## config.mk

```make
export PLATFORM = sky130hd
export DESIGN_NAME = sync_frame_receiver_crc16_flat
export DESIGN_NICKNAME = d
export VERILOG_FILES = /design/src/sv/sfr_pkg.sv /design/src/sv/sfr_channels.sv /design/src/sv/sfr_front.sv /design/src/sv/sfr_back.sv /design/src/sv/sync_frame_receiver_crc16.sv /design/src/flat_wrapper.sv
export SDC_FILE = /design/constraint.sdc
export NUM_CORES = 1
export LEC_CHECK = 0
export BUFFER_PORTS_ARGS = -buffer_cell sky130_fd_sc_hd__buf_2
export CAP_MARGIN = 20
export CORE_ASPECT_RATIO = 1.75
export CORE_UTILIZATION = 55
export DETAILED_ROUTE_END_ITERATION = 10
export PLACE_DENSITY_LB_ADDON = 0.15
export SETUP_SLACK_MARGIN = 0.4
export SLEW_MARGIN = 20
export SYNTH_ARGS = -nofsm -noshare
export SYNTH_HDL_FRONTEND = slang
export SYNTH_SLANG_ARGS = --single-unit
export TNS_END_PERCENT = 100
```

## constraint.sdc

```tcl
create_clock -name clk -period 10.6 [get_ports clk]
set_clock_uncertainty 0.05 [all_clocks]
set_input_delay 1.59 -clock clk [delete_from_list [all_inputs] [get_ports clk]]
set_output_delay 1.59 -clock clk [all_outputs]
set_load 0.01 [all_outputs]
```

## src/sv/sfr_pkg.sv

```systemverilog
`timescale 1ns / 1ps
`default_nettype none

package sfr_pkg;

    localparam logic [1:0] FUNC_ARM  = 2'd0;
    localparam logic [1:0] FUNC_BYTE = 2'd1;
    localparam logic [1:0] FUNC_TICK = 2'd2;
    localparam logic [1:0] FUNC_NONE = 2'd3;

    localparam logic [2:0] ST_OK       = 3'd0;
    localparam logic [2:0] ST_CRC_BAD  = 3'd1;
    localparam logic [2:0] ST_CMD_BAD  = 3'd2;
    localparam logic [2:0] ST_TOO_LONG = 3'd3;
    localparam logic [2:0] ST_BAD_LEN  = 3'd4;
    localparam logic [2:0] ST_TIMEOUT  = 3'd5;

    localparam logic [7:0]  SYNC_A    = 8'h55;
    localparam logic [7:0]  SYNC_B    = 8'hAA;
    localparam logic [15:0] MIN_FRAME = 16'd7;
    localparam logic [15:0] CRC_INIT  = 16'hFFFF;
    localparam logic [15:0] CRC_POLY  = 16'hA001;

    localparam int PADDR_W = 4;
    localparam logic [1:0] REG_EXPECTED_CMD  = 2'd0;
    localparam logic [1:0] REG_MAX_PAYLOAD   = 2'd1;
    localparam logic [1:0] REG_TIMEOUT_TICKS = 2'd2;

    localparam logic [7:0]  RST_EXPECTED_CMD  = 8'd0;
    localparam logic [15:0] RST_MAX_PAYLOAD   = 16'd65528;
    localparam logic [31:0] RST_TIMEOUT_TICKS = 32'd1000;

    typedef struct packed {
        logic [1:0] func;
        logic [7:0] byte_value;
    } item_t;

    typedef struct packed {
        logic [7:0]  expected_cmd;
        logic [15:0] max_payload;
        logic [31:0] timeout_ticks;
    } cfg_t;

    // one byte of reflected crc-16, register holds {low, high}
    function automatic logic [15:0] crc_step(input logic [15:0] crc, input logic [7:0] b);
        logic [15:0] r;
        r = crc ^ {8'h00, b};
        for (int i = 0; i < 8; i++)
        begin
            r = r[0] ? ((r >> 1) ^ CRC_POLY) : (r >> 1);
        end
        return r;
    endfunction

    localparam logic [15:0] CRC_AFTER_SYNC = crc_step(crc_step(CRC_INIT, SYNC_A), SYNC_B);

endpackage

`default_nettype wire

```

## src/sv/sfr_channels.sv

```systemverilog
`timescale 1ns / 1ps
`default_nettype none

interface sfr_in_if
    import sfr_pkg::*;
();
    logic       valid;
    logic       ready;
    logic [1:0] func;
    logic [7:0] byte_value;

    modport source (output valid, output func, output byte_value, input ready);
    modport sink (input valid, input func, input byte_value, output ready);
endinterface

interface sfr_out_if
    import sfr_pkg::*;
();
    logic        valid;
    logic        ready;
    logic        is_status;
    logic [7:0]  data_byte;
    logic [2:0]  status;
    logic [15:0] payload_length;
    logic        last;

    modport source (output valid, output is_status, output data_byte, output status,
                    output payload_length, output last, input ready);
    modport sink (input valid, input is_status, input data_byte, input status,
                  input payload_length, input last, output ready);
endinterface

`default_nettype wire

```

## src/sv/sfr_front.sv

```systemverilog
`timescale 1ns / 1ps
`default_nettype none

module sfr_front
    import sfr_pkg::*;
(
    input  wire logic clk,
    input  wire logic rst_n,
    sfr_in_if.sink    items,
    input  wire logic pop,
    output logic      head_valid,
    output item_t     head
);

    item_t      mem_reg [2];
    logic [1:0] count_reg;
    logic [1:0] count_next;
    logic       wr_ptr_reg;
    logic       wr_ptr_next;
    logic       rd_ptr_reg;
    logic       rd_ptr_next;
    logic       push;
    logic       take;

    assign items.ready = (count_reg != 2'd2);
    assign take        = items.valid && items.ready;
    // unused function code is dropped here
    assign push        = take && (items.func != FUNC_NONE);
    assign head_valid  = (count_reg != 2'd0);
    assign head        = mem_reg[rd_ptr_reg];

    always_comb
    begin
        count_next  = count_reg + {1'b0, push} - {1'b0, pop};
        wr_ptr_next = push ? ~wr_ptr_reg : wr_ptr_reg;
        rd_ptr_next = pop ? ~rd_ptr_reg : rd_ptr_reg;
    end

    always_ff @(posedge clk or negedge rst_n)
    begin
        if (!rst_n)
        begin
            count_reg  <= 2'd0;
            wr_ptr_reg <= 1'b0;
            rd_ptr_reg <= 1'b0;
        end
        else
        begin
            count_reg  <= count_next;
            wr_ptr_reg <= wr_ptr_next;
            rd_ptr_reg <= rd_ptr_next;
        end
    end

    always_ff @(posedge clk)
    begin
        if (push)
        begin
            mem_reg[wr_ptr_reg] <= '{func: items.func, byte_value: items.byte_value};
        end
    end

endmodule

`default_nettype wire

```

## src/sv/sfr_back.sv

```systemverilog
`timescale 1ns / 1ps
`default_nettype none

module sfr_back
    import sfr_pkg::*;
(
    input  wire logic clk,
    input  wire logic rst_n,
    input  wire cfg_t cfg,
    input  wire logic head_valid,
    input  wire item_t head,
    output logic      pop,
    sfr_out_if.source results
);

    localparam logic [2:0] PH_IDLE  = 3'd0;
    localparam logic [2:0] PH_HUNT  = 3'd1;
    localparam logic [2:0] PH_GOT55 = 3'd2;
    localparam logic [2:0] PH_CMD   = 3'd3;
    localparam logic [2:0] PH_LENHI = 3'd4;
    localparam logic [2:0] PH_LENLO = 3'd5;
    localparam logic [2:0] PH_TAIL  = 3'd6;

    logic [2:0]  phase_reg, phase_next;
    logic [31:0] elapsed_reg, elapsed_next;
    logic [7:0]  cmd_reg, cmd_next;
    logic [7:0]  len_hi_reg, len_hi_next;
    logic [15:0] plen_reg, plen_next;
    logic [15:0] tail_reg, tail_next;
    logic [15:0] crc_reg, crc_next;
    logic [7:0]  crc_first_reg, crc_first_next;

    logic        out_valid_reg, out_valid_next;
    logic        is_status_reg, is_status_next;
    logic [7:0]  data_reg, data_next;
    logic [2:0]  status_reg, status_next;
    logic [15:0] plen_out_reg, plen_out_next;

    logic        emit;
    logic [31:0] tick_sum;
    logic [15:0] len_word;
    logic [7:0]  b;

    assign pop      = head_valid && (!out_valid_reg || results.ready);
    assign b        = head.byte_value;
    assign tick_sum = elapsed_reg + 32'd1;
    assign len_word = {len_hi_reg, b};

    always_comb
    begin
        phase_next     = phase_reg;
        elapsed_next   = elapsed_reg;
        cmd_next       = cmd_reg;
        len_hi_next    = len_hi_reg;
        plen_next      = plen_reg;
        tail_next      = tail_reg;
        crc_next       = crc_reg;
        crc_first_next = crc_first_reg;
        emit           = 1'b0;
        is_status_next = 1'b0;
        data_next      = 8'd0;
        status_next    = ST_OK;
        plen_out_next  = 16'd0;

        if (pop)
        begin
            unique case (head.func)
                FUNC_ARM:
                begin
                    elapsed_next = 32'd0;
                    phase_next   = PH_HUNT;
                end
                FUNC_TICK:
                begin
                    if (phase_reg != PH_IDLE)
                    begin
                        elapsed_next = tick_sum;
                        if (tick_sum >= cfg.timeout_ticks)
                        begin
                            phase_next     = PH_IDLE;
                            emit           = 1'b1;
                            is_status_next = 1'b1;
                            status_next    = ST_TIMEOUT;
                        end
                    end
                end
                FUNC_BYTE:
                begin
                    unique case (phase_reg)
                        PH_IDLE:
                        begin
                        end
                        PH_HUNT:
                        begin
                            if (b == SYNC_A)
                            begin
                                phase_next = PH_GOT55;
                            end
                        end
                        PH_GOT55:
                        begin
                            if (b == SYNC_B)
                            begin
                                cmd_next       = 8'd0;
                                len_hi_next    = 8'd0;
                                tail_next      = 16'd0;
                                crc_first_next = 8'd0;
                                crc_next       = CRC_AFTER_SYNC;
                                phase_next     = PH_CMD;
                            end
                            else if (b != SYNC_A)
                            begin
                                phase_next = PH_HUNT;
                            end
                        end
                        PH_CMD:
                        begin
                            cmd_next   = b;
                            crc_next   = crc_step(crc_reg, b);
                            phase_next = PH_LENHI;
                        end
                        PH_LENHI:
                        begin
                            len_hi_next = b;
                            crc_next    = crc_step(crc_reg, b);
                            phase_next  = PH_LENLO;
                        end
                        PH_LENLO:
                        begin
                            crc_next = crc_step(crc_reg, b);
                            if (len_word < MIN_FRAME)
                            begin
                                phase_next     = PH_IDLE;
                                emit           = 1'b1;
                                is_status_next = 1'b1;
                                status_next    = ST_BAD_LEN;
                            end
                            else
                            begin
                                plen_next  = len_word - MIN_FRAME;
                                tail_next  = 16'd0;
                                phase_next = PH_TAIL;
                            end
                        end
                        PH_TAIL:
                        begin
                            if (tail_reg < plen_reg)
                            begin
                                crc_next  = crc_step(crc_reg, b);
                                tail_next = tail_reg + 16'd1;
                                if (tail_reg < cfg.max_payload)
                                begin
                                    emit          = 1'b1;
                                    data_next     = b;
                                    plen_out_next = plen_reg;
                                end
                            end
                            else if (tail_reg == plen_reg)
                            begin
                                crc_first_next = b;
                                tail_next      = tail_reg + 16'd1;
                            end
                            else
                            begin
                                phase_next     = PH_IDLE;
                                emit           = 1'b1;
                                is_status_next = 1'b1;
                                plen_out_next  = plen_reg;
                                if (crc_first_reg != crc_reg[7:0] || b != crc_reg[15:8])
                                begin
                                    status_next = ST_CRC_BAD;
                                end
                                else if (cmd_reg != cfg.expected_cmd)
                                begin
                                    status_next = ST_CMD_BAD;
                                end
                                else if (plen_reg > cfg.max_payload)
                                begin
                                    status_next = ST_TOO_LONG;
                                end
                                else
                                begin
                                    status_next = ST_OK;
                                end
                            end
                        end
                        default:
                        begin
                            phase_next = PH_IDLE;
                        end
                    endcase
                end
                default:
                begin
                end
            endcase
        end

        if (pop)
        begin
            out_valid_next = emit;
        end
        else if (results.ready)
        begin
            out_valid_next = 1'b0;
        end
        else
        begin
            out_valid_next = out_valid_reg;
        end
    end

    always_ff @(posedge clk or negedge rst_n)
    begin
        if (!rst_n)
        begin
            phase_reg     <= PH_IDLE;
            elapsed_reg   <= 32'd0;
            cmd_reg       <= 8'd0;
            len_hi_reg    <= 8'd0;
            plen_reg      <= 16'd0;
            tail_reg      <= 16'd0;
            crc_reg       <= CRC_INIT;
            crc_first_reg <= 8'd0;
            out_valid_reg <= 1'b0;
        end
        else
        begin
            phase_reg     <= phase_next;
            elapsed_reg   <= elapsed_next;
            cmd_reg       <= cmd_next;
            len_hi_reg    <= len_hi_next;
            plen_reg      <= plen_next;
            tail_reg      <= tail_next;
            crc_reg       <= crc_next;
            crc_first_reg <= crc_first_next;
            out_valid_reg <= out_valid_next;
        end
    end

    always_ff @(posedge clk)
    begin
        if (pop && emit)
        begin
            is_status_reg <= is_status_next;
            data_reg      <= data_next;
            status_reg    <= status_next;
            plen_out_reg  <= plen_out_next;
        end
    end

    assign results.valid          = out_valid_reg;
    assign results.is_status      = is_status_reg;
    assign results.data_byte      = data_reg;
    assign results.status         = status_reg;
    assign results.payload_length = plen_out_reg;
    assign results.last           = is_status_reg;

endmodule

`default_nettype wire

```

## src/sv/sync_frame_receiver_crc16.sv

```systemverilog
// an input transaction passes through the queue and then the result register before its result appears
// throughput: one transaction per cycle while results are accepted, set by the combinational crc byte step
// a two-entry queue parts input and frame logic; a result register parts the output
// rst_n is asynchronous and active low: receiver idle, queue and result register empty
// configuration returns to its documented reset values
`timescale 1ns / 1ps
`default_nettype none

module sync_frame_receiver_crc16
    import sfr_pkg::*;
(
    input  wire logic               clk,
    input  wire logic               rst_n,
    sfr_in_if.sink                  items,
    sfr_out_if.source               results,
    input  wire logic               psel,
    input  wire logic               penable,
    input  wire logic               pwrite,
    input  wire logic [PADDR_W-1:0] paddr,
    input  wire logic [31:0]        pwdata,
    output logic [31:0]             prdata,
    output logic                    pready
);

    cfg_t  cfg_reg;
    logic  wr_en;
    logic  pop;
    logic  head_valid;
    item_t head;

    assign pready = 1'b1;
    assign wr_en  = psel && penable && pwrite;

    always_ff @(posedge clk or negedge rst_n)
    begin
        if (!rst_n)
        begin
            cfg_reg.expected_cmd  <= RST_EXPECTED_CMD;
            cfg_reg.max_payload   <= RST_MAX_PAYLOAD;
            cfg_reg.timeout_ticks <= RST_TIMEOUT_TICKS;
        end
        else if (wr_en)
        begin
            unique case (paddr[3:2])
                REG_EXPECTED_CMD:  cfg_reg.expected_cmd  <= pwdata[7:0];
                REG_MAX_PAYLOAD:   cfg_reg.max_payload   <= pwdata[15:0];
                REG_TIMEOUT_TICKS: cfg_reg.timeout_ticks <= pwdata;
                default:
                begin
                end
            endcase
        end
    end

    always_comb
    begin
        unique case (paddr[3:2])
            REG_EXPECTED_CMD:  prdata = {24'd0, cfg_reg.expected_cmd};
            REG_MAX_PAYLOAD:   prdata = {16'd0, cfg_reg.max_payload};
            REG_TIMEOUT_TICKS: prdata = cfg_reg.timeout_ticks;
            default:           prdata = 32'd0;
        endcase
    end

    sfr_front u_front (
        .clk        (clk),
        .rst_n      (rst_n),
        .items      (items),
        .pop        (pop),
        .head_valid (head_valid),
        .head       (head)
    );

    sfr_back u_back (
        .clk        (clk),
        .rst_n      (rst_n),
        .cfg        (cfg_reg),
        .head_valid (head_valid),
        .head       (head),
        .pop        (pop),
        .results    (results)
    );

endmodule

`default_nettype wire

```

## src/flat_wrapper.sv

```systemverilog
// flat-port wrapper written by rule: the top's interface ports become plain ports
module sync_frame_receiver_crc16_flat import sfr_pkg::*;
  (clk, rst_n, psel, penable, pwrite, paddr, pwdata, prdata, pready, items_valid, items_func, items_byte_value, items_ready, results_valid, results_is_status, results_data_byte, results_status, results_payload_length, results_last, results_ready);
  sfr_in_if items_i ();
  sfr_out_if results_i ();
  input  wire logic clk;
  input  wire logic rst_n;
  input  wire logic psel;
  input  wire logic penable;
  input  wire logic pwrite;
  input  wire logic [PADDR_W-1:0] paddr;
  input  wire logic [31:0] pwdata;
  output logic [31:0] prdata;
  output logic pready;
  input wire logic [$bits(items_i.valid)-1:0] items_valid;
  input wire logic [$bits(items_i.func)-1:0] items_func;
  input wire logic [$bits(items_i.byte_value)-1:0] items_byte_value;
  output wire logic [$bits(items_i.ready)-1:0] items_ready;
  output wire logic [$bits(results_i.valid)-1:0] results_valid;
  output wire logic [$bits(results_i.is_status)-1:0] results_is_status;
  output wire logic [$bits(results_i.data_byte)-1:0] results_data_byte;
  output wire logic [$bits(results_i.status)-1:0] results_status;
  output wire logic [$bits(results_i.payload_length)-1:0] results_payload_length;
  output wire logic [$bits(results_i.last)-1:0] results_last;
  input wire logic [$bits(results_i.ready)-1:0] results_ready;
  assign items_i.valid = items_valid;
  assign items_i.func = items_func;
  assign items_i.byte_value = items_byte_value;
  assign items_ready = items_i.ready;
  assign results_valid = results_i.valid;
  assign results_is_status = results_i.is_status;
  assign results_data_byte = results_i.data_byte;
  assign results_status = results_i.status;
  assign results_payload_length = results_i.payload_length;
  assign results_last = results_i.last;
  assign results_i.ready = results_ready;
  sync_frame_receiver_crc16 u_core (.clk(clk), .rst_n(rst_n), .items(items_i), .results(results_i), .psel(psel), .penable(penable), .pwrite(pwrite), .paddr(paddr), .pwdata(pwdata), .prdata(prdata), .pready(pready));
endmodule
```

==> summary.md, run 1 <==
| Metric | Value |
|---|---|
| PortBufs | `around 110` |
| Initial core utilization | `0.5661` |
| Routed Antenna Nets | `0` |
| Filler cells | `around 1900` |
| Leak pwr | `approximately 0.0063 uW` |
| Largest register FFs | `56` |
| Cells after synthesis | `about 1300` |
| Sink Count | `between 200 and 250` |
| Main synth FF type | `dfrtp_1` |
| Crit share post-route | `0.4518` |
| Synth Area in Compound Gates | `0.1478` |
| Maximum fanout along the worst path | `24` |
| Reg2reg start | `u_core.u_back.elapsed_reg[5]$_DFFE_PN0P_` |
| Die Area | `between 0.02 and 0.025 mm2` |
| Worst setup EP type | `register` |
| Die Y-Extent | `about 200 um` |
| Core area | `between 0.02 and 0.025 mm2` |
| Mux cell area share after synthesis | `0.03953` |
| Post-synth EDFFs | `48` |
| Syn. warnings | `0` |
| Share of post-route cells with drive strength above 1 | `0.1744` |
| Least-Margin Pin Slew | `0.9632 ns` |
| Fmax | `between 0.2 and 0.25 GHz` |
| Setup-failing EPs final | `0` |
| # IOs | `~120` |
| Largest net degree at the start of global routing | `67` |
| Worst-path clk slew | `0.07 ns` |
| Total of max-cap violations | `0` |
| Status | `finished, final reports clean` |
| Antenna diodes | `0` |
| Slew Viols, Final | `0` |
| Area grow syn2layout | `12.02%` |
| Synth Area per Inst | `between 9 and 10 um2` |
| Endpoints failing hold | `0` |
| Initial antenna violation count | `0` |
| Skew-Pair Late Insertion Delay | `around 0.50 ns` |
| Maximum VDD drop | `~0.00023 V` |
| Syn nets | `1433` |
| Largest family of logic cells by synthesized area | `simple AND/OR/NAND/NOR gates` |
| Tot Pwr | `~3100 uW` |
| CTS tree | `built` |
| Post-Synth XOR/XNOR Area | `0.07072` |
| Worst hold start | `u_core.u_back.cmd_reg[2]$_DFFE_PN0P_` |
| Post-DP HPWL | `approximately 24 mm` |
| Critical path origin | `u_core.u_back.elapsed_reg[5]$_DFFE_PN0P_` |
| CTS Buf Count | `21` |
| Pre-antenna DRT Iters | `5` |
| Data required, critical path | `between 10 and 15 ns` |
| CTS resizes | `0` |
| Via-per-instance ratio | `approximately 5.8` |
| Vias in the first global route | `9761` |
| Commonest non-fill, non-tap cells in the layout | `nand2_1 (156), o21ai_0 (137), dfrtp_1 (133)` |
| Crit Path Category | `reg -> reg` |
| # rows | `between 70 and 80` |
| Syn Std Cell Area | `approximately 0.013 mm2` |
| Clock tree buffer depth | `3` |
| Register Area | `~0.0057 mm2` |
| Post-route setup TNS | `0 ns` |
| Hold Path Class | `reg -> reg` |
| Asr flop ratio synth | `0.7778` |
| Area of the multi-input gates | `about 0.0063 mm2` |
| Unrepaired setup endpoints after global routing | `false` |
| Cell variety after synth | `75` |
| WP data arrival | `a little under 5 ns` |
| Yosys reg bits | `around 220` |
| Post-synthesis adder-cell area fraction | `0.08939` |
| Drt initial violations | `slightly below 700` |
| GRT Util Overall | `0.2800` |
| Drt drc | `0` |
| Seq/Total Area, Yosys | `0.4516` |
| Wirelength per Cell | `around 19 um` |
| Placer Congestion | `roughly 0.95` |
| Nets@finish | `1528` |
| Startpoint Class | `register` |
| Chip width | `roughly 120 um` |
| CTS root buf | `clkbuf_16` |
| Via count | `9827` |
| Period minus WS final | `around 4.8 ns` |
| H-tree levels | `1` |
| # Post-CTS Setup Buffers | `0` |
| Commonest non-fill, non-tap cell in the layout | `nand2_1` |
| Pwr Density | `around 220 mW/mm2` |
| Slew headroom | `0.3579` |
| Hold-fix buffers at CTS | `0` |
| Total detailed-routing wirelength | `31.84 mm` |
| Simple-gate share of the synthesized area | `0.1536` |
| Global-route wire length before repair | `roughly 50 mm` |
| GRT Residual Overflow | `0` |
-- through the flow --
step           instances  hold slack [ns]  worst slack (ns)  utilization  cell area (um2)
2_1_floorplan       1290           0.4098             6.339            -            12600
3_3_place_gp        1657           0.4335             5.859       0.6018            13390
3_5_place_dp        1658           0.4360             5.803       0.6025            13410
4_1_cts             1695           0.4506             5.789       0.6342            14110
5_1_grt             1695           0.4696             5.482       0.6342            14110
6_report            1695           0.4502             5.811       0.6342            14110
-- routing by layer --
metal | vias to the layer above | part of all wire | global-route usage
met3 | 105 | 0.034 | 0.02429
met4 | 0 | 0.067 | 0.1726
met5 | - | 0 | 0
met1 | 4732 | 0.37 | 0.3114
met2 | 278 | 0.53 | 0.5032
li1 | 4712 | - | -
-- power breakdown --
group	total (uW)	leakage, uW	internal (uW)	switching, uW
clock network	771	0.000336	444	327
registers	1180	0.00250	1040	141
logic	1180	0.00348	486	693
-- synthesized netlist by cell type, types with 10 or more instances --
master | count | area, um2
and3_1 | 21 | 131.4
nor2_1 | 71 | 266.5
dfstp_2 | 35 | 919.6
clkbuf_1 | 41 | 153.9
nor3_1 | 16 | 80.08
a21o_1 | 13 | 97.59
nand3_1 | 32 | 160.2
edfxtp_1 | 48 | 1441
mux2i_1 | 11 | 110.1
nand4_1 | 25 | 156.4
mux2_2 | 19 | 214.0
ha_1 | 90 | 1126
xor2_1 | 30 | 262.8
a21oi_1 | 62 | 310.3
inv_1 | 90 | 337.8
dfrtp_1 | 133 | 3328
a22o_1 | 30 | 262.8
nand2_1 | 156 | 585.6
xnor2_1 | 68 | 595.6
o21ai_0 | 137 | 685.7
or3_1 | 13 | 81.33
and2_1 | 20 | 125.1
o31ai_1 | 10 | 75.07
-- worst paths after layout --
check / end / slack [ns] / cells after the start
worst max-delay path: u_core.u_back.results.payload_length[15]$_SDFFCE_PN0P_ / 5.81 / 15
worst min-delay path: u_core.u_back.cmd_reg[2]$_DFFE_PN0P_ / 0.45 / 2
worst max register to register: u_core.u_back.results.payload_length[15]$_SDFFCE_PN0P_ / 5.81 / 15
worst min register to register: u_core.u_back.cmd_reg[2]$_DFFE_PN0P_ / 0.45 / 2
max in group asynchronous: u_core.u_back.len_hi_reg[5]$_DFFE_PN0P_ / 8.21 / 2
min in group asynchronous: u_core.cfg_reg[10]$_DFFE_PN0P_ / 1.02 / 1
-- cells by family (layout without fill, tap and decap cells) --
| group | count (synthesis) | count (layout) |
|---|---|---|
| simple gates | 398 | 398 |
| compound gates | 301 | 301 |
| flops | 216 | 216 |
| buf+inv | 145 | 254 |
| xor+xnor | 100 | 100 |
| fa+ha+maj | 90 | 90 |
| mux | 39 | 39 |
| other cells | 1 | 1 |
-- cell type report --
type | instances | share of cell area
sequential | 216 | 0.4032
tap | 296 | 0.02625
timing repair buffer | 126 | 0.04770
clock inverter | 11 | 0.008246
inverter | 91 | 0.02421
clock buffer | 26 | 0.04167
multi-input combinational | 929 | 0.4488
-- worst max-delay path: stages (launching register included) --
cell and delay, ns:
dfrtp_1 0.42, nand3_2 0.13, or3_4 0.45, nor2_1 0.25, and3_1 0.28, nand3_1 0.13
xnor2_1 0.23, ha_1 0.29, a21oi_1 0.12, o21ai_0 0.19, a2111o_1 0.44, o211ai_1 0.44
a21o_1 0.20, o41ai_1 0.11, or3_1 0.47, buf_4 0.29
Note: power is estimated with default switching activity, not from simulation.
==> run 2, diff against run 1 <==
ABC_AREA = 1   (was unset)
clock period = 4.2 ns   (was 10.6 ns; I/O delays follow)
==> run 2 against run 1 <==
  * Area after synthesis increased by 4.9%
  * Clock power increased to 2.6 times the previous value
  * Count of clock-buffer cells in the layout increased by 10
  * Non-clock buffer count increased by 15
  * Sequential share of layout area decreased by 2.5 points
==> summary.md, run 2 <==
| Metric | Value |
|---|---|
| Cell variety after synth | `54` |
| Wirelength per Cell | `roughly 18 um` |
| Pre-antenna DRT Iters | `7` |
| GRT Util Overall | `0.3044` |
| Endpoints failing hold | `0` |
| Via-per-instance ratio | `5.509` |
| Initial antenna violation count | `0` |
| Seq/Total Area, Yosys | `0.4307` |
| Startpoint Class | `register` |
| Sink Count | `216` |
| Data required, critical path | `approximately 4.4 ns` |
| Leading area contributor after synthesis | `dfrtp_1` |
| Asr flop ratio synth | `0.7778` |
| Post-route setup TNS | `0 ns` |
| Post-synth EDFFs | `48` |
| Post-DP HPWL | `around 29 mm` |
| Commonest non-fill, non-tap cell in the layout | `nand2_1` |
| Largest register FFs | `56` |
| Worst-path clk slew | `about 0.060 ns` |
| Slew headroom | `0.3074` |
| Area grow syn2layout | `13.99%` |
| Least-Margin Pin Slew | `roughly 1.0 ns` |
| Leak pwr | `0.007462 uW` |
| Nets@finish | `1904` |
| Slew Viols, Final | `0` |
| Routed Antenna Nets | `0` |
| Status | `finished, final reports clean` |
| Die Area | `about 0.025 mm2` |
| Worst setup EP type | `register` |
| Largest stage delay, worst path | `0.37 ns` |
| Unrepaired setup endpoints after global routing | `true` |
| Main synth FF type | `dfrtp_1` |
| Hold-fix buffers at CTS | `0` |
| Pwr Density | `around 470 mW/mm2` |
| Antenna diodes | `0` |
| Initial core utilization | `0.5639` |
| Commonest non-fill, non-tap cells in the layout | `nand2_1 (397), inv_1 (228), dfrtp_1 (133)` |
| Placer Congestion | `approximately 0.98` |
| Setup slack at placement | `~0.36 ns` |
| Maximum fanout along the worst path | `5` |
| CTS tree | `built` |
| Final instance area | `roughly 0.015 mm2` |
| WP data arrival | `3.90 ns` |
| Via count | `~11000` |
| Crit Path Category | `reg -> reg` |
| Syn nets | `between 1500 and 2000` |
| Largest net degree at the start of global routing | `between 80 and 90` |
| Total detailed-routing wirelength | `~37 mm` |
| CTS root buf | `clkbuf_16` |
| Min Hold Slack | `~0.09 ns` |
| Hold Path Class | `in -> async` |
| Critical-path top delay cell | `dfrtp_1` |
| Yosys reg bits | `~220` |
| Total of max-cap violations | `0` |
| # IOs | `about 120` |
| PortBufs | `approximately 110` |
| Crit share post-route | `0.8841` |
| Synth top cells by count | `nand2_1 (405), inv_1 (228), dfrtp_1 (133)` |
| Global-route wire length before repair | `roughly 58 mm` |
| Vias in the first global route | `roughly 12000` |
| Synth top area share | `0.2519` |
| Top-count cell post-synth | `nand2_1` |
| CTS Buf Count | `22` |
| GRT Residual Overflow | `0` |
| Share of post-route cells with drive strength above 1 | `0.1778` |
| Placed Area | `between 0.01 and 0.015 mm2` |
| Setup-failing EPs final | `0` |
| Drt drc | `0` |
| Core area | `about 0.023 mm2` |
| Drt initial violations | `630` |
| Fmax | `0.2693 GHz` |
| Skew-Pair Late Insertion Delay | `0.52 ns` |
| Final worst slack | `between 0.4 and 0.5 ns` |
| Syn Std Cell Area | `0.01321 mm2` |
| Filler cells | `between 2000 and 2500` |
| Chip width | `119.2 um` |
| Maximum VDD drop | `about 0.00045 V` |
| Clock tree buffer depth | `3` |
| Syn. warnings | `0` |
| Cells after synthesis | `between 1500 and 2000` |
| Period minus WS final | `roughly 3.7 ns` |
| H-tree levels | `1` |
| Synth Area per Inst | `between 8 and 9 um2` |
| Die Y-Extent | `a little over 200 um` |
| Top post-synthesis cells by area | `dfrtp_1 (25%), nand2_1 (12%), edfxtp_1 (11%)` |
| # rows | `74` |
| Crit-path cells | `ha_2, nand2_2, nor2_4, buf_4, nand3_1, nor2_2, nand4_1, xor2_2, inv_1, ha_1, nand2_1, nor2_2, nand2_1, nor2_2, nand4_1, nand3_4, nand4_1, nand3_4, clkbuf_16` |
[run 2: worst paths after layout]
| path | endpoint | from | depth (start not counted) | slack (ns) |
|---|---|---|---|---|
| setup / recovery | u_core.u_back.results.status[1]$_SDFFCE_PN0P_ | u_core.u_back.elapsed_reg[0]$_DFFE_PN0P_ | 19 | 0.49 |
| hold / removal | u_core.cfg_reg[19]$_DFFE_PN0P_ | rst_n | 1 | 0.09 |
| setup reg to reg | u_core.u_back.results.status[1]$_SDFFCE_PN0P_ | u_core.u_back.elapsed_reg[0]$_DFFE_PN0P_ | 19 | 0.49 |
| hold reg to reg | u_core.cfg_reg[34]$_DFFE_PN0P_ | u_core.cfg_reg[34]$_DFFE_PN0P_ | 2 | 0.44 |
| max in group asynchronous | u_core.u_back.crc_reg[10]$_DFFE_PN1P_ | rst_n | 2 | 2.94 |
| min in group clk | u_core.u_front.mem_reg[1][3]$_DFFE_PP_ | items_byte_value[3] | 1 | 0.25 |
[run 2: cells by family after synthesis]
| group | after synthesis | synth area share |
|---|---|---|
| AOI/OAI and AO/OA | 262 | 0.1184 |
| DFF | 216 | 0.4307 |
| and+or+nand+nor | 733 | 0.2408 |
| adders and majority gates | 90 | 0.08524 |
| xor gates and xnor gates | 58 | 0.03845 |
| buffers and inverters | 275 | 0.08619 |
| other | 1 | 0.0002839 |
[run 2: repair_timing]
action | in CTS | in global routing
buffers inserted | 0 | 7
cloned | 0 | 2
gates resized for setup | 4 | 34
pin swaps | 0 | 17
endpoints found under the setup margin | 28 | 35
[run 2: through the flow]
step                std cells  utilization  power, uW
floorplan                1635            -       4377
global placement         2032       0.6014       5012
detailed placement       2032       0.6014       5090
CTS                      2072       0.6334       7121
global route             2081       0.6428       7546
finish                   2081       0.6428       7108
[run 2: power by group]
part,internal (uW),total (uW),switching (uW),leakage [uW]
registers,2480,2650,173,0.00257
clock network,1200,2020,827,0.000365
logic,735,2430,1700,0.00453
total,4410,7110,2700,0.00746
[run 2: cell type report]
type / instances / area (um2) / area share
multi-input combinational: 1144 / 6528 / 0.4335
sequential: 216 / 5689 / 0.3778
inverter: 236 / 895.9 / 0.05949
timing repair buffer: 141 / 823.3 / 0.05467
clock buffer: 36 / 696.9 / 0.04628
tap: 304 / 380.4 / 0.02526
clock inverter: 4 / 45.04 / 0.002991
[run 2: worst max-delay path: cells and delay by family, from the launching register on]
kind / cells / cell delay [ns]
xor+xnor: 1 / 0.28
fa+ha+maj: 2 / 0.46
buf+inv: 3 / 0.37
flops: 1 / 0.37
simple gates: 13 / 1.87
[run 2: per-layer routing]
layer | track usage | up-vias | routed length (um)
met2 | 0.5894 | 285 | 20600
li1 | - | 5625 | -
met5 | 0 | - | 0
met4 | 0.1982 | 0 | 2512
met1 | 0.3004 | 5434 | 12860
met3 | 0.02781 | 121 | 1101
==> run 3, diff against run 2 <==
SYNTH_HIERARCHICAL = 1   (was unset)
==> run 3 against run 2 <==
  * Clock power is 2% higher
  * Sequential share of layout area about the same
  * Sequential power rose by 6%
  * Register-to-register slack improved by 0.13 ns
  * Largest cell class unchanged
  * Synthesized cell count is 1.2% higher
  * Via count decreased by 1.1%
  * Critical path depth shrank 4
  * Power rose by 0.98%
  * Fmax grew 3.7%
  * Area after synthesis up 1.5%
==> summary.md, run 3 <==
| Metric | Value |
|---|---|
| Routed Antenna Nets | `0` |
| CTS tree | `built` |
| Die Area | `0.02503 mm2` |
| H-tree levels | `1` |
| Die Y-Extent | `around 210 um` |
| Yosys reg bits | `about 220` |
| GRT Util Overall | `0.2886` |
| Data required, critical path | `between 4 and 5 ns` |
| Leak pwr | `between 0.007 and 0.008 uW` |
| Synth Area per Inst | `just over 8 um2` |
| Vias in the first global route | `about 11000` |
| Nets@finish | `about 1900` |
| CTS root buf | `clkbuf_16` |
| Top-count cell post-synth | `nand2_1` |
| Post-synth EDFFs | `48` |
| Top post-synthesis cells by area | `dfrtp_1 (25%), nand2_1 (14%), edfxtp_1 (11%)` |
| Sink Count | `between 200 and 250` |
| Largest delay share family, worst path | `simple AND/OR/NAND/NOR gates` |
| Antenna diodes | `0` |
| Synth top area share | `0.2483` |
| Largest register FFs | `56` |
| Pre-antenna DRT Iters | `5` |
| Skew-Pair Late Insertion Delay | `about 0.52 ns` |
| Asr flop ratio synth | `0.7778` |
| Cells after synthesis | `between 1500 and 2000` |
| Slew Viols, Final | `0` |
| Maximum fanout along the worst path | `16` |
| Pwr Density | `~480 mW/mm2` |
| CP Depth | `15` |
| Wirelength per Cell | `~17 um` |
| Area of the multi-input gates | `between 0.006 and 0.007 mm2` |
| Cell variety after synth | `60` |
| Seq/Total Area, Yosys | `0.4244` |
| Initial core utilization | `0.5603` |
| Post-DP HPWL | `roughly 27 mm` |
| Leading area contributor after synthesis | `dfrtp_1` |
| Main synth FF type | `dfrtp_1` |
| # rows | `75` |
| Critical-path top delay cell | `dfrtp_1` |
| WP data arrival | `between 3 and 4 ns` |
| Period minus WS final | `roughly 3.6 ns` |
| Total of max-cap violations | `0` |
| Crit share post-route | `0.8527` |
| Fmax | `between 0.2 and 0.3 GHz` |
| Chip width | `roughly 120 um` |
| Initial antenna violation count | `0` |
| Hold Path Class | `in -> async` |
| Least-Margin Pin Slew | `about 0.93 ns` |
| Crit-path cells | `inv_1, nor3_2, nand2_2, or3_1, xor2_1, inv_1, ha_1, nand2_1, nor4_2, buf_4, nand2_1, nand3_4, nand3_4, nand2_4, buf_12` |
| Commonest non-fill, non-tap cells in the layout | `nand2_1 (512), inv_1 (226), dfrtp_1 (133)` |
| Total detailed-routing wirelength | `around 35 mm` |
| # IOs | `about 120` |
| Drt initial violations | `approximately 610` |
| Post-Layout Cell Count | `approximately 2100` |
| Maximum VDD drop | `between 0.0005 and 0.0006 V` |
| Slew headroom | `0.3783` |
| Crit Path Category | `reg -> reg` |
| Drt drc | `0` |
| Buffers & Inverters on Critical Path | `4` |
| Startpoint Class | `register` |
| Commonest non-fill, non-tap cell in the layout | `nand2_1` |
| PortBufs | `approximately 110` |
| Setup-failing EPs final | `0` |
| Syn nets | `1796` |
| Final instance area | `about 0.015 mm2` |
| CTS Buf Count | `22` |
| Placer Congestion | `0.9523` |
| Core area | `0.02393 mm2` |
| Synth top cells by count | `nand2_1 (515), inv_1 (226), dfrtp_1 (133)` |
| Area grow syn2layout | `12.45%` |
| Min Hold Slack | `roughly 0.14 ns` |
| Status | `finished, final reports clean` |
| Placed Area | `0.01419 mm2` |
| Worst-path clk slew | `0.07 ns` |
| Via-per-instance ratio | `about 5.4` |
| Endpoints failing hold | `0` |
| Clock tree buffer depth | `3` |
| Filler cells | `about 2200` |
| Share of post-route cells with drive strength above 1 | `0.1724` |
| Via count | `11336` |
| Post-route setup TNS | `0 ns` |
| # placed instances | `2046` |
| Syn. warnings | `6` |
| Syn Std Cell Area | `roughly 0.013 mm2` |
| Unrepaired setup endpoints after global routing | `false` |
| Largest stage delay, worst path | `~0.43 ns` |
| Worst setup EP type | `register` |
| Register Area | `approximately 0.0057 mm2` |
| GRT Residual Overflow | `0` |
| R2r worst-path depth | `15` |
| Largest net degree at the start of global routing | `97` |
| Global-route wire length before repair | `roughly 56 mm` |
run 3: cell count changes in the layout (fill, tap and decap cells not counted), sizes merged, moves of 10 or more:
cell / change
nand2: +104
o21ai: -85
buf: -16
o31ai: +12
nor2: -11
mux2: +10
run 3: stage by stage:
stage	worst slack (ns)	utilization	total power [uW]
2_1_floorplan	0.6681	-	4481
3_3_place_gp	0.2330	0.5932	5050
3_5_place_dp	0.1809	0.5932	5116
4_1_cts	0.4612	0.6267	7205
5_1_grt	0.4125	0.6300	7634
6_report	0.6188	0.6300	7177
run 3: kinds of logic after synthesis:
kind of cell | Yosys count | share of synthesized area
compound gates | 172 | 0.08026
xor+xnor | 71 | 0.04638
fa+ha+maj | 89 | 0.08306
buf+inv | 280 | 0.08679
flops | 216 | 0.4244
mux | 11 | 0.01167
other cells | 1 | 0.0002797
simple gates | 814 | 0.2672
run 3: cell type report:
cell class                 instances  area share
inverter                         243     0.06108
multi-input combinational       1158      0.4405
clock inverter                     9    0.007055
tap                              308     0.02556
timing repair buffer             124     0.04556
clock buffer                      31     0.04283
sequential                       216      0.3774
run 3: worst register-to-register path, cell delays in order (launching register included):
cell	delay, ns
dfrtp_1	0.43
inv_1	0.16
nor3_2	0.30
nand2_2	0.15
or3_1	0.39
xor2_1	0.29
inv_1	0.08
ha_1	0.29
nand2_1	0.10
nor4_2	0.28
buf_4	0.16
nand2_1	0.07
nand3_4	0.14
nand3_4	0.11
nand2_4	0.11
buf_12	0.16
run 3: report_power, final:
group          internal, uW  switching [uW]
clock network          1200             854
registers              2530             294
logic                   803            1500
total                  4530            2640
run 3: path summary, 6_finish.rpt:
| path | startpoint | end | slack (ns) |
|---|---|---|---|
| max | u_core/u_back/elapsed_reg[4]$_DFFE_PN0P_ | u_core/u_back/results.data_byte[6]$_SDFFCE_PN0P_ | 0.62 |
| min | rst_n | u_core/cfg_reg[26]$_DFFE_PN0P_ | 0.14 |
| max reg2reg | u_core/u_back/elapsed_reg[4]$_DFFE_PN0P_ | u_core/u_back/results.data_byte[6]$_SDFFCE_PN0P_ | 0.62 |
| min reg2reg | u_core/cfg_reg[46]$_DFFE_PN1P_ | u_core/cfg_reg[46]$_DFFE_PN1P_ | 0.42 |
| max in group asynchronous | rst_n | u_core/cfg_reg[41]$_DFFE_PN1P_ | 2.93 |
| min in group clk | items_byte_value[4] | u_core/u_front/mem_reg[0][4]$_DFFE_PP_ | 0.25 |
run 3: metal layers:
layer | share of wire | track usage
met5 | 0 | 0
met3 | 0.035 | 0.03207
met4 | 0.058 | 0.1737
met2 | 0.55 | 0.5503
met1 | 0.36 | 0.2931
run 3: repair_timing:
action | in CTS | in global routing
cloned | 0 | 0
pin swaps | 1 | 2
gates resized for setup | 10 | 13
setup buffers | 1 | 2
endpoints found under the setup margin | 28 | 32
hold buffers | 0 | 0
